==> src/hw/rtl/assist_duty_curve_top_assert.svh <==
// Assertion macros shared by the assist duty curve RTL.
// Each macro expects clk_i and rst_ni in the scope where it is used.
`ifndef ASSIST_DUTY_CURVE_TOP_ASSERT_SVH
`define ASSIST_DUTY_CURVE_TOP_ASSERT_SVH

// Same-cycle implication, checked at every rising clock edge outside reset.
`define ADC_ASSERT_NOW(label, ante, cons, msg) \
  label: assert property (@(posedge clk_i) disable iff (!rst_ni) (ante) |-> (cons)) \
    else $error(msg);

// Next-cycle implication, checked at every rising clock edge outside reset.
`define ADC_ASSERT_NEXT(label, ante, cons, msg) \
  label: assert property (@(posedge clk_i) disable iff (!rst_ni) (ante) |=> (cons)) \
    else $error(msg);

`endif

==> src/hw/rtl/adc_pkg.sv <==
// Package for the assist duty curve block: widths, polynomial coefficients,
// register indexes, status codes and the structs passed between modules.
// No dependencies.
package adc_pkg;

  // Data path widths.
  localparam int AccW   = 56;  // Horner accumulator, signed Q32
  localparam int ProdW  = 64;  // product and sum width of the shared unit
  localparam int MulAW  = 30;  // signed operand A of the multiplier
  localparam int MulBW  = 17;  // signed operand B of the multiplier
  localparam int ChunkW = 28;  // accumulator split point for two-pass multiply
  localparam int RawW   = 36;  // signed raw duty after gain
  localparam int DutyW  = 16;
  localparam int StepW  = 3;

  // Horner runs over the five lower coefficients.
  localparam logic [StepW-1:0] LastStep = 3'd4;
  localparam logic [StepW-1:0] StepEnd  = 3'd5;

  // Rounding constants and shifts.
  localparam int HornerShift = 8;
  localparam int PolyShift   = 24;
  localparam int GainShift   = 12;

  // Register indexes of the configuration port.
  localparam int CfgAddrW = 3;
  localparam logic [CfgAddrW-1:0] RegGain       = 3'd0;
  localparam logic [CfgAddrW-1:0] RegOffset     = 3'd1;
  localparam logic [CfgAddrW-1:0] RegMinDuty    = 3'd2;
  localparam logic [CfgAddrW-1:0] RegMaxDuty    = 3'd3;
  localparam logic [CfgAddrW-1:0] RegWarnDuty   = 3'd4;
  localparam logic [CfgAddrW-1:0] RegSmoothUp   = 3'd5;
  localparam logic [CfgAddrW-1:0] RegSmoothDown = 3'd6;

  // Result status codes.
  localparam logic [1:0] StatSmooth   = 2'd0;
  localparam logic [1:0] StatBelowMin = 2'd1;
  localparam logic [1:0] StatClamp    = 2'd2;
  localparam logic [1:0] StatWarnOff  = 2'd3;

  // Leading polynomial coefficient, signed Q32.
  localparam logic signed [AccW-1:0] CoefC5 = -56'sd1890;

  // Configuration registers.
  typedef struct packed {
    logic [15:0]        gain;
    logic signed [15:0] offset;
    logic [15:0]        min_duty;
    logic [15:0]        max_duty;
    logic [15:0]        warn_duty;
    logic [15:0]        smooth_up;
    logic [15:0]        smooth_down;
  } cfg_t;

  // One result item.
  typedef struct packed {
    logic [DutyW-1:0] duty;
    logic [1:0]       status;
  } result_t;

  // Request to the shared multiply-add unit.
  typedef struct packed {
    logic signed [MulAW-1:0] op_a;
    logic signed [MulBW-1:0] op_b;
    logic signed [ProdW-1:0] addend;
    logic                    shift_hi;
  } mac_req_t;

  // Lower polynomial coefficients in Horner order, signed Q32.
  function automatic logic signed [AccW-1:0] coef_lower(input logic [StepW-1:0] idx);
    logic signed [AccW-1:0] c;
    case (idx)
      3'd0:    c = -56'sd210453;
      3'd1:    c = 56'sd7043746;
      3'd2:    c = 56'sd72584947;
      3'd3:    c = 56'sd5074503860;
      default: c = 56'sd81226421502;
    endcase
    return c;
  endfunction

endpackage

==> src/hw/rtl/adc_mac.sv <==
// Shared multiply-add unit of the assist duty curve block.
// Registered signed product, optionally shifted up by one chunk, plus addend.
// Depends on adc_pkg.
module adc_mac (
  input  logic                                 clk_i,
  input  adc_pkg::mac_req_t                    req_i,
  output logic signed [adc_pkg::ProdW-1:0]     res_o
);
  import adc_pkg::*;

  logic signed [MulAW+MulBW-1:0] prod;
  logic signed [ProdW-1:0]       prod_ext;
  logic signed [ProdW-1:0]       shifted;
  logic signed [ProdW-1:0]       res_d;
  logic signed [ProdW-1:0]       res_q;

  // Multiply, align the high chunk, then add.
  assign prod     = $signed(req_i.op_a) * $signed(req_i.op_b);
  assign prod_ext = ProdW'(prod);
  assign shifted  = req_i.shift_hi ? (prod_ext <<< ChunkW) : prod_ext;
  assign res_d    = shifted + $signed(req_i.addend);

  // Result register, payload only.
  always_ff @(posedge clk_i) begin
    res_q <= res_d;
  end

  assign res_o = res_q;

endmodule

==> src/hw/rtl/adc_core.sv <==
// Sequencer and data path of the assist duty curve block: Horner evaluation,
// gain, range rules and smoothing, all on one shared multiply-add unit.
// Depends on adc_pkg, adc_mac and assist_duty_curve_top_assert.svh.
module adc_core (
  input  logic                         clk_i,
  input  logic                         rst_ni,
  input  adc_pkg::cfg_t                cfg_i,
  input  logic                         in_valid_i,
  output logic                         in_ready_o,
  input  logic [adc_pkg::DutyW-1:0]    in_speed_i,
  output logic                         res_valid_o,
  input  logic                         res_ready_i,
  output adc_pkg::result_t             res_o
);
  import adc_pkg::*;

  // Sequencer states.
  localparam logic [3:0] SIdle     = 4'd0;
  localparam logic [3:0] SMulLo    = 4'd1;
  localparam logic [3:0] SMulHi    = 4'd2;
  localparam logic [3:0] SAccum    = 4'd3;
  localparam logic [3:0] SPoly     = 4'd4;
  localparam logic [3:0] SGain     = 4'd5;
  localparam logic [3:0] SRange    = 4'd6;
  localparam logic [3:0] SBlend    = 4'd7;
  localparam logic [3:0] SBlendSum = 4'd8;
  localparam logic [3:0] SDone     = 4'd9;

  localparam logic signed [ProdW-1:0] HornerRound = ProdW'(2 ** (HornerShift - 1));
  localparam logic signed [ProdW-1:0] PolyRound   = ProdW'(2 ** (PolyShift - 1));
  localparam logic signed [ProdW-1:0] GainRound   = ProdW'(2 ** (GainShift - 1));

  logic [3:0]              state_q, state_d;
  logic [DutyW-1:0]        x_q, x_d;
  logic signed [AccW-1:0]  acc_q, acc_d;
  logic [StepW-1:0]        step_q, step_d;
  logic signed [MulAW-1:0] s_q, s_d;
  logic [DutyW-1:0]        rawlo_q, rawlo_d;
  logic [DutyW-1:0]        duty_q, duty_d;
  logic [1:0]              status_q, status_d;
  logic [DutyW-1:0]        last_q, last_d;

  mac_req_t                mac_req;
  logic signed [ProdW-1:0] mac_res;
  logic signed [ProdW-1:0] poly_sum;
  logic signed [RawW-1:0]  raw;
  logic [DutyW-1:0]        weight;

  adc_mac u_mac (
    .clk_i (clk_i),
    .req_i (mac_req),
    .res_o (mac_res)
  );

  // Values used by single states.
  assign poly_sum = ProdW'(acc_q) + (ProdW'($signed(cfg_i.offset)) <<< PolyShift) + PolyRound;
  assign raw      = RawW'(mac_res >>> GainShift);
  assign weight   = (rawlo_q > last_q) ? cfg_i.smooth_up : cfg_i.smooth_down;

  // Sequencer and operand selection for the shared unit.
  always_comb begin
    state_d  = state_q;
    x_d      = x_q;
    acc_d    = acc_q;
    step_d   = step_q;
    s_d      = s_q;
    rawlo_d  = rawlo_q;
    duty_d   = duty_q;
    status_d = status_q;
    last_d   = last_q;
    mac_req  = '0;

    unique case (state_q)
      SIdle: begin
        if (in_valid_i) begin
          x_d     = in_speed_i;
          acc_d   = CoefC5;
          step_d  = '0;
          state_d = SMulLo;
        end
      end
      SMulLo: begin
        // Low chunk of the accumulator times speed, plus the rounding half.
        mac_req.op_a   = $signed({{(MulAW - ChunkW){1'b0}}, acc_q[ChunkW-1:0]});
        mac_req.op_b   = $signed({1'b0, x_q});
        mac_req.addend = HornerRound;
        state_d        = SMulHi;
      end
      SMulHi: begin
        // High chunk, shifted into place, added to the low partial product.
        mac_req.op_a     = MulAW'($signed(acc_q[AccW-1:ChunkW]));
        mac_req.op_b     = $signed({1'b0, x_q});
        mac_req.addend   = mac_res;
        mac_req.shift_hi = 1'b1;
        state_d          = SAccum;
      end
      SAccum: begin
        acc_d  = AccW'(mac_res >>> HornerShift) + coef_lower(step_q);
        step_d = step_q + 1'b1;
        if (step_q == LastStep) begin
          state_d = SPoly;
        end else begin
          state_d = SMulLo;
        end
      end
      SPoly: begin
        // Offset is a whole multiple of the rounding step, so it folds in here.
        s_d     = MulAW'(poly_sum >>> PolyShift);
        state_d = SGain;
      end
      SGain: begin
        mac_req.op_a   = s_q;
        mac_req.op_b   = $signed({1'b0, cfg_i.gain});
        mac_req.addend = GainRound;
        state_d        = SRange;
      end
      SRange: begin
        // Rules in priority order; only in-range values go on to smoothing.
        if (raw <= $signed(RawW'(cfg_i.min_duty))) begin
          duty_d   = '0;
          status_d = StatBelowMin;
          state_d  = SDone;
        end else if (raw > $signed(RawW'(cfg_i.warn_duty))) begin
          duty_d   = '0;
          status_d = StatWarnOff;
          state_d  = SDone;
        end else if (raw > $signed(RawW'(cfg_i.max_duty))) begin
          duty_d   = cfg_i.max_duty;
          status_d = StatClamp;
          state_d  = SDone;
        end else begin
          rawlo_d = raw[DutyW-1:0];
          state_d = SBlend;
        end
      end
      SBlend: begin
        // last * 2^16 + w * (raw - last) + half equals the two-weight blend.
        mac_req.op_a   = $signed(MulAW'(weight));
        mac_req.op_b   = $signed({1'b0, rawlo_q}) - $signed({1'b0, last_q});
        mac_req.addend = $signed(ProdW'({last_q, 16'h8000}));
        state_d        = SBlendSum;
      end
      SBlendSum: begin
        if (mac_res[ProdW-1:2*DutyW] != '0) begin
          duty_d = '1;
        end else begin
          duty_d = mac_res[2*DutyW-1:DutyW];
        end
        status_d = StatSmooth;
        state_d  = SDone;
      end
      SDone: begin
        if (res_ready_i) begin
          last_d  = duty_q;
          state_d = SIdle;
        end
      end
      default: begin
        state_d = SIdle;
      end
    endcase
  end

  // Control state and the last delivered duty.
  always_ff @(posedge clk_i or negedge rst_ni) begin
    if (!rst_ni) begin
      state_q <= SIdle;
      step_q  <= '0;
      last_q  <= '0;
    end else begin
      state_q <= state_d;
      step_q  <= step_d;
      last_q  <= last_d;
    end
  end

  // Working registers, payload only.
  always_ff @(posedge clk_i) begin
    x_q      <= x_d;
    acc_q    <= acc_d;
    s_q      <= s_d;
    rawlo_q  <= rawlo_d;
    duty_q   <= duty_d;
    status_q <= status_d;
  end

  assign in_ready_o    = (state_q == SIdle);
  assign res_valid_o   = (state_q == SDone);
  assign res_o.duty    = duty_q;
  assign res_o.status  = status_q;

  `include "assist_duty_curve_top_assert.svh"

  `ADC_ASSERT_NEXT(a_done_returns_idle, res_valid_o && res_ready_i, in_ready_o, "core did not return to idle after a result transfer")
  `ADC_ASSERT_NEXT(a_last_tracks_result, res_valid_o && res_ready_i, last_q == $past(res_o.duty), "last duty does not match the delivered result")
  `ADC_ASSERT_NOW(a_step_bounded, 1'b1, step_q <= StepEnd, "Horner step counter out of range")
  `ADC_ASSERT_NOW(a_smooth_in_range, state_q == SBlend, rawlo_q != '0, "zero raw duty reached smoothing")

endmodule

==> src/hw/rtl/assist_duty_curve_top.sv <==
// Assist duty curve block, top level.
//
// Slave stream: s_axis_tdata[15:0] is the wheel speed in km/h, unsigned Q8.8.
// Master stream: m_axis_tdata[15:0] is the duty, unsigned Q8.8, and
// m_axis_tdata[17:16] the status (0 smoothed, 1 below minimum, 2 clamped,
// 3 over warning); upper bits are zero. Every input transfer gives exactly
// one output transfer, in order.
// Configuration: a write with cfg_we_i high stores cfg_wdata_i into register
// cfg_addr_i (0 gain, 1 offset, 2 min, 3 max, 4 warn, 5 smooth up,
// 6 smooth down); other indexes are ignored. Write only while idle.
// An input transfer starts the Horner steps, offset fold, gain pass and range
// rules; only smoothed results add the blend pass. A new speed is taken only
// once the previous result has left the core. The single shared multiplier
// sets the steps: two passes for each of the five Horner steps plus an accumulate step.
// Reset restores the register defaults and clears the previous duty to zero.
// A stalled master side holds the result in the output register; the next
// item is still taken and worked on, and waits in the core until it drains.
module assist_duty_curve_top (
  input  logic                              clk_i,
  input  logic                              rst_ni,
  // Speed input: [15:0] speed_kmh
  input  logic                              s_axis_tvalid,
  output logic                              s_axis_tready,
  input  logic [15:0]                       s_axis_tdata,
  // Result output: [15:0] duty, [17:16] duty_status, [23:18] zero
  output logic                              m_axis_tvalid,
  input  logic                              m_axis_tready,
  output logic [23:0]                       m_axis_tdata,
  // Configuration write port
  input  logic                              cfg_we_i,
  input  logic [adc_pkg::CfgAddrW-1:0]      cfg_addr_i,
  input  logic [15:0]                       cfg_wdata_i
);
  import adc_pkg::*;

  cfg_t    cfg_q, cfg_d;
  result_t out_q, out_d;
  logic    out_valid_q, out_valid_d;
  result_t core_res;
  logic    core_valid;
  logic    core_ready;

  // Register write decode.
  always_comb begin
    cfg_d = cfg_q;
    if (cfg_we_i) begin
      unique case (cfg_addr_i)
        RegGain:       cfg_d.gain        = cfg_wdata_i;
        RegOffset:     cfg_d.offset      = $signed(cfg_wdata_i);
        RegMinDuty:    cfg_d.min_duty    = cfg_wdata_i;
        RegMaxDuty:    cfg_d.max_duty    = cfg_wdata_i;
        RegWarnDuty:   cfg_d.warn_duty   = cfg_wdata_i;
        RegSmoothUp:   cfg_d.smooth_up   = cfg_wdata_i;
        RegSmoothDown: cfg_d.smooth_down = cfg_wdata_i;
        default:       cfg_d             = cfg_q;
      endcase
    end
  end

  always_ff @(posedge clk_i or negedge rst_ni) begin
    if (!rst_ni) begin
      cfg_q.gain        <= 16'd4096;
      cfg_q.offset      <= '0;
      cfg_q.min_duty    <= '0;
      cfg_q.max_duty    <= '1;
      cfg_q.warn_duty   <= '1;
      cfg_q.smooth_up   <= '1;
      cfg_q.smooth_down <= '1;
    end else begin
      cfg_q <= cfg_d;
    end
  end

  adc_core u_core (
    .clk_i       (clk_i),
    .rst_ni      (rst_ni),
    .cfg_i       (cfg_q),
    .in_valid_i  (s_axis_tvalid),
    .in_ready_o  (s_axis_tready),
    .in_speed_i  (s_axis_tdata),
    .res_valid_o (core_valid),
    .res_ready_i (core_ready),
    .res_o       (core_res)
  );

  // Output register: loads a result when empty or draining this cycle.
  assign core_ready = !out_valid_q || m_axis_tready;

  always_comb begin
    out_d       = out_q;
    out_valid_d = out_valid_q;
    if (core_valid && core_ready) begin
      out_d       = core_res;
      out_valid_d = 1'b1;
    end else if (m_axis_tready) begin
      out_valid_d = 1'b0;
    end
  end

  always_ff @(posedge clk_i or negedge rst_ni) begin
    if (!rst_ni) begin
      out_valid_q <= 1'b0;
    end else begin
      out_valid_q <= out_valid_d;
    end
  end

  always_ff @(posedge clk_i) begin
    out_q <= out_d;
  end

  assign m_axis_tvalid = out_valid_q;
  assign m_axis_tdata  = {6'b000000, out_q.status, out_q.duty};

endmodule
==> config.mk <==
export PLATFORM = sky130hd
export DESIGN_NAME = assist_duty_curve_top
export DESIGN_NICKNAME = d
export VERILOG_FILES = /design/src/hw/rtl/adc_pkg.sv /design/src/hw/rtl/adc_mac.sv /design/src/hw/rtl/adc_core.sv /design/src/hw/rtl/assist_duty_curve_top.sv
export VERILOG_INCLUDE_DIRS = /design/src /design/src/hw/rtl
export SDC_FILE = /design/constraint.sdc
export NUM_CORES = 2
export LEC_CHECK = 0
export ABC_CLOCK_PERIOD_IN_PS = 12100
export BUFFER_PORTS_ARGS = -buffer_cell sky130_fd_sc_hd__buf_2
export CORE_MARGIN = 4
export CORE_UTILIZATION = 60
export DETAILED_ROUTE_END_ITERATION = 6
export PLACE_DENSITY_LB_ADDON = 0.12
export SKIP_LAST_GASP = 1
export SYNTH_ARGS = -nofsm -noshare
export SYNTH_HDL_FRONTEND = slang
export SYNTH_HIERARCHICAL = 1
export SYNTH_SLANG_ARGS = --single-unit
==> constraint.sdc <==
create_clock -name clk_i -period 12.1 [get_ports clk_i]
set_input_delay 1.21 -clock clk_i [delete_from_list [all_inputs] [get_ports clk_i]]
set_output_delay 1.21 -clock clk_i [all_outputs]
set_load 0.05 [all_outputs]
==> results.md <==
| Result | Reported | Unit |
| --- | --- | --- |
| Length of routed wiring on met1 | 52,500 | um |
| Unrepaired setup endpoints after global routing | yes | - |
| Asr flop ratio synth | 38.4 | % |
| Largest incremental delay on the critical path | 0.55 | ns |
| Fillcell total | 5,637 | - |
| Pre-CTS setup slack | -0.0297 | ns |
| Clk pin slew, worst setup/hold paths | 0.06 | ns |
| Number of endpoints failing setup at the final stage | 0 | - |
| Site Rows | 96 | - |
| Overall die area | 73,300 | um^2 |
| Initial core utilization | 60.4 | % |
| Worst hold path class | reg -> reg | - |
| Wire length of the first global-routing pass | 192,000 | um |
| CTS tree | built | - |
| Ranking of synthesized cells by instance count | sky130_fd_sc_hd__inv_1, sky130_fd_sc_hd__fa_1, sky130_fd_sc_hd__nand2_1, sky130_fd_sc_hd__ha_1, sky130_fd_sc_hd__and2_1 | - |
| Clock Root Buffer | sky130_fd_sc_hd__clkbuf_16 | - |
| Width of the chip | 271 | um |
| Ports placed on the boundary | 66 | - |
| Reg2Reg Capture Point | u_core/u_mac/res_o[63]$_DFF_P_ | - |
| Reg-to-reg slack, setup | 0.53 | ns |
| Post-detailed-route count of antenna-violating nets | 0 | - |
| Clk_lat worst skew | 0.60 | ns |
| FF-to-FF Start | u_core/last_q[0]$_DFFE_PN0P_ | - |
| Status | complete, but fails checks | - |
| Final-stage net count | 5,350 | - |
| Violations in the final reports | design-rule violations | - |
| Per-instance average area after synthesis | 9.36 | um^2 |
| Primary FF master, synth | sky130_fd_sc_hd__edfxtp_1 | - |
| YS warnings | 6 | - |
| Worst Setup Path Type | reg -> reg | - |
| Area of the core | 68,600 | um^2 |
| Tightest slew margin relative to the limit | 19.4 | % |
| Proportion of netlist area held by the largest area contributor | 23.9 | % |
| Critical-path maximum fanout | 9 | - |
| Crit end category | register | - |
| DRT Wirelength | 124,000 | um |
| Slew at the pin closest to its max-slew limit | 1.21 | ns |
| Critical path capture point | u_core/u_mac/res_o[63]$_DFF_P_ | - |
| Number of flops mapped to enable cells by yosys | 154 | - |
| Overall via count from detail_route | 32,300 | - |
| Iteration-0 DRC Markers | 2,791 | - |
| Slew Viols, Final | 0 | - |
| Share of layout cells above drive strength 1 | 12.3 | % |
| Cell type with the largest total area after synthesis | sky130_fd_sc_hd__fa_1 | - |
| Multi-input combinational cell area | 29,100 | um^2 |
| CP max stage cell | sky130_fd_sc_hd__fa_1 | - |
| Avg WL per Cell | 22.8 | um |
| Quantity of hold-fixing buffers added after cts | 0 | - |
| Flop and latch count out of synthesis | 354 | - |
| Arrival time reported for the critical path endpoint | 12.09 | ns |
| Routed wire length on met2 | 56,300 | um |
| DRC violations left | 2 | - |
| Sum of net half-perimeters after detailed placement | 98,700 | um |
| Number of distinct library cells after synthesis | 94 | - |
| Pin count of the biggest net entering global routing | 84 | - |
| Longest Clk Path Bufs | 3 | - |
| Max Clock Skew | 0.0487 | ns |
| Part of the Yosys area used for sequential elements | 22.7 | % |
| Final worst path period share | 95.6 | % |
| Max Fclk | 86.4 | MHz |
| Number of H-tree levels | 2 | - |
| Grt ovf | 0 | - |
| Min Tclk post-route | 11.57 | ns |
| # placed instances | 5,362 | - |
| Sink Count | 354 | - |
| FF+latch area | 9390 | um^2 |
| Number of max-cap violations | 0 | - |
| Uppermost metal layer occupied by signal nets | met4 | - |
| Count of mapped cells out of synthesis | 4,428 | - |
| Worst path required time | 12.62 | ns |
| Hold Worst Slack | 0.444 | ns |
| Synth area leaders | sky130_fd_sc_hd__fa_1, sky130_fd_sc_hd__edfxtp_1, sky130_fd_sc_hd__ha_1 | - |
| Layout overhead on the synthesized area | 8.62 | % |
| Weighted congestion reported at the end of routability-driven placement | 0.957 | - |
| Netlist Area Pre-Place | 41,400 | um^2 |
| Depth of the worst register-to-register path | 43 | - |
| Slack of the critical path | 0.531 | ns |
| Vias in the first global route | 32,700 | - |
| Number of antenna violations at the first check in global routing | 0 | - |
| Initial DRT Pass Iterations | 7 | - |
| Most common cell on crit path | sky130_fd_sc_hd__fa_1 | - |
| Clock buffers created by TritonCTS | 42 | - |
| Number of hold violations in the final report | 0 | - |
| Die Span Y | 271 | um |
| Final standard cell count with taps included and fillers excluded | 5,457 | - |
| All-layer global routing usage | 33.9 | % |
| Origin of the worst setup path | u_core/last_q[0]$_DFFE_PN0P_ | - |
| Critical Path Start Type | register | - |
| Buffers on Ports | 59 | - |
| Detailed-route vias per instance | 5.92 | - |
| Met3 wirelength from detailed routing | 10,900 | um |
| Most repeated cell in the gate-level netlist after synthesis | sky130_fd_sc_hd__inv_1 | - |
## routing by layer
layer,vias up,GRT usage (%)
met5,-,0
met4,0,10.7
met3,235,5.57
met2,1311,53.5
met1,16000,48.3
li1,14800,-
## cells by family (layout without fill, tap and decap cells)
family	after synthesis	count (layout)	share of synthesized area, %
compound gates	791	792	12.5
xor+xnor	182	182	3.85
mux	151	151	4.13
buf+inv	858	948	7.97
fa+ha+maj	820	820	33.7
other cells	1	8	0.00905
flops	354	354	22.7
simple gates	1271	1271	15.1
## placed cells by master (no fill, tap or decap), types with 125 or more instances in the layout
cell type / count
sky130_fd_sc_hd__and2_1: 291
sky130_fd_sc_hd__nand2_1: 483
sky130_fd_sc_hd__nor2_1: 200
sky130_fd_sc_hd__inv_1: 665
sky130_fd_sc_hd__o21ai_0: 128
sky130_fd_sc_hd__a21oi_1: 212
sky130_fd_sc_hd__edfxtp_1: 154
sky130_fd_sc_hd__buf_4: 134
sky130_fd_sc_hd__a21o_1: 125
sky130_fd_sc_hd__ha_1: 320
sky130_fd_sc_hd__fa_1: 495
## cell type report
class / count / share of cell area (%)
multi-input cells: 3222 / 64.7
flip-flops and latches: 354 / 20.9
inverters: 666 / 5.56
repair buffers: 204 / 3.27
well taps: 931 / 2.59
clock buffers: 58 / 2.56
clock inverters: 20 / 0.467
diodes: 2 / 0.0111
## sequential cells by signal, summed over array words and instances, names as in the netlist
register            count
cfg_q                 112
u_core/s_q             30
u_core/duty_q          16
u_core/u_mac/res_o     64
u_core/last_q          16
u_core/rawlo_q         16
u_core/x_q             16
u_core/step_q           3
u_core/state_q          4
u_core/acc_q           56
u_core/status_q         2
m_axis_tdata           18
m_axis_tvalid           1
## per-stage QoR
step	utilization [%]	area, um^2	TNS, ns
final	65.6	45000	0
after CTS	65.1	44600	0
after floorplan	-	41500	0
after global placement	63.1	43300	0
after detailed placement	63.1	43300	-0.0297
after global routing	65.6	45000	-0.0387
## timing repair
item                       CTS  global route
setup endpoints to repair    2            24
pin swaps                    0             9
gates resized for setup      1            59
gates cloned                 0             1
setup buffers                0            14
## how the worst min path moves through the flow
stage,start,to,depth (start not counted)
floorplan,u_core/status_q[0]$_SDFFCE_PP0P_,m_axis_tdata[16]$_DFFE_PP_,0
global placement,u_core/status_q[0]$_SDFFCE_PP0P_,m_axis_tdata[16]$_DFFE_PP_,0
detailed placement,u_core/status_q[0]$_SDFFCE_PP0P_,m_axis_tdata[16]$_DFFE_PP_,0
CTS,u_core/status_q[1]$_SDFFCE_PP0P_,m_axis_tdata[17]$_DFFE_PP_,0
global route,u_core/status_q[1]$_SDFFCE_PP0P_,m_axis_tdata[17]$_DFFE_PP_,0
finish,u_core/status_q[1]$_SDFFCE_PP0P_,m_axis_tdata[17]$_DFFE_PP_,0
## critical path: cells and delay by family (launching register included)
family	cells	cell delay [ns]
flops	1	0.39
compound gates	16	3.77
buf+inv	4	0.42
simple gates	9	1.63
fa+ha+maj	10	4.37
mux	2	0.58
xor+xnor	2	0.33
Power is not shown: default switching activity piles up to over one toggle a cycle in this logic, so the estimate is an artifact.
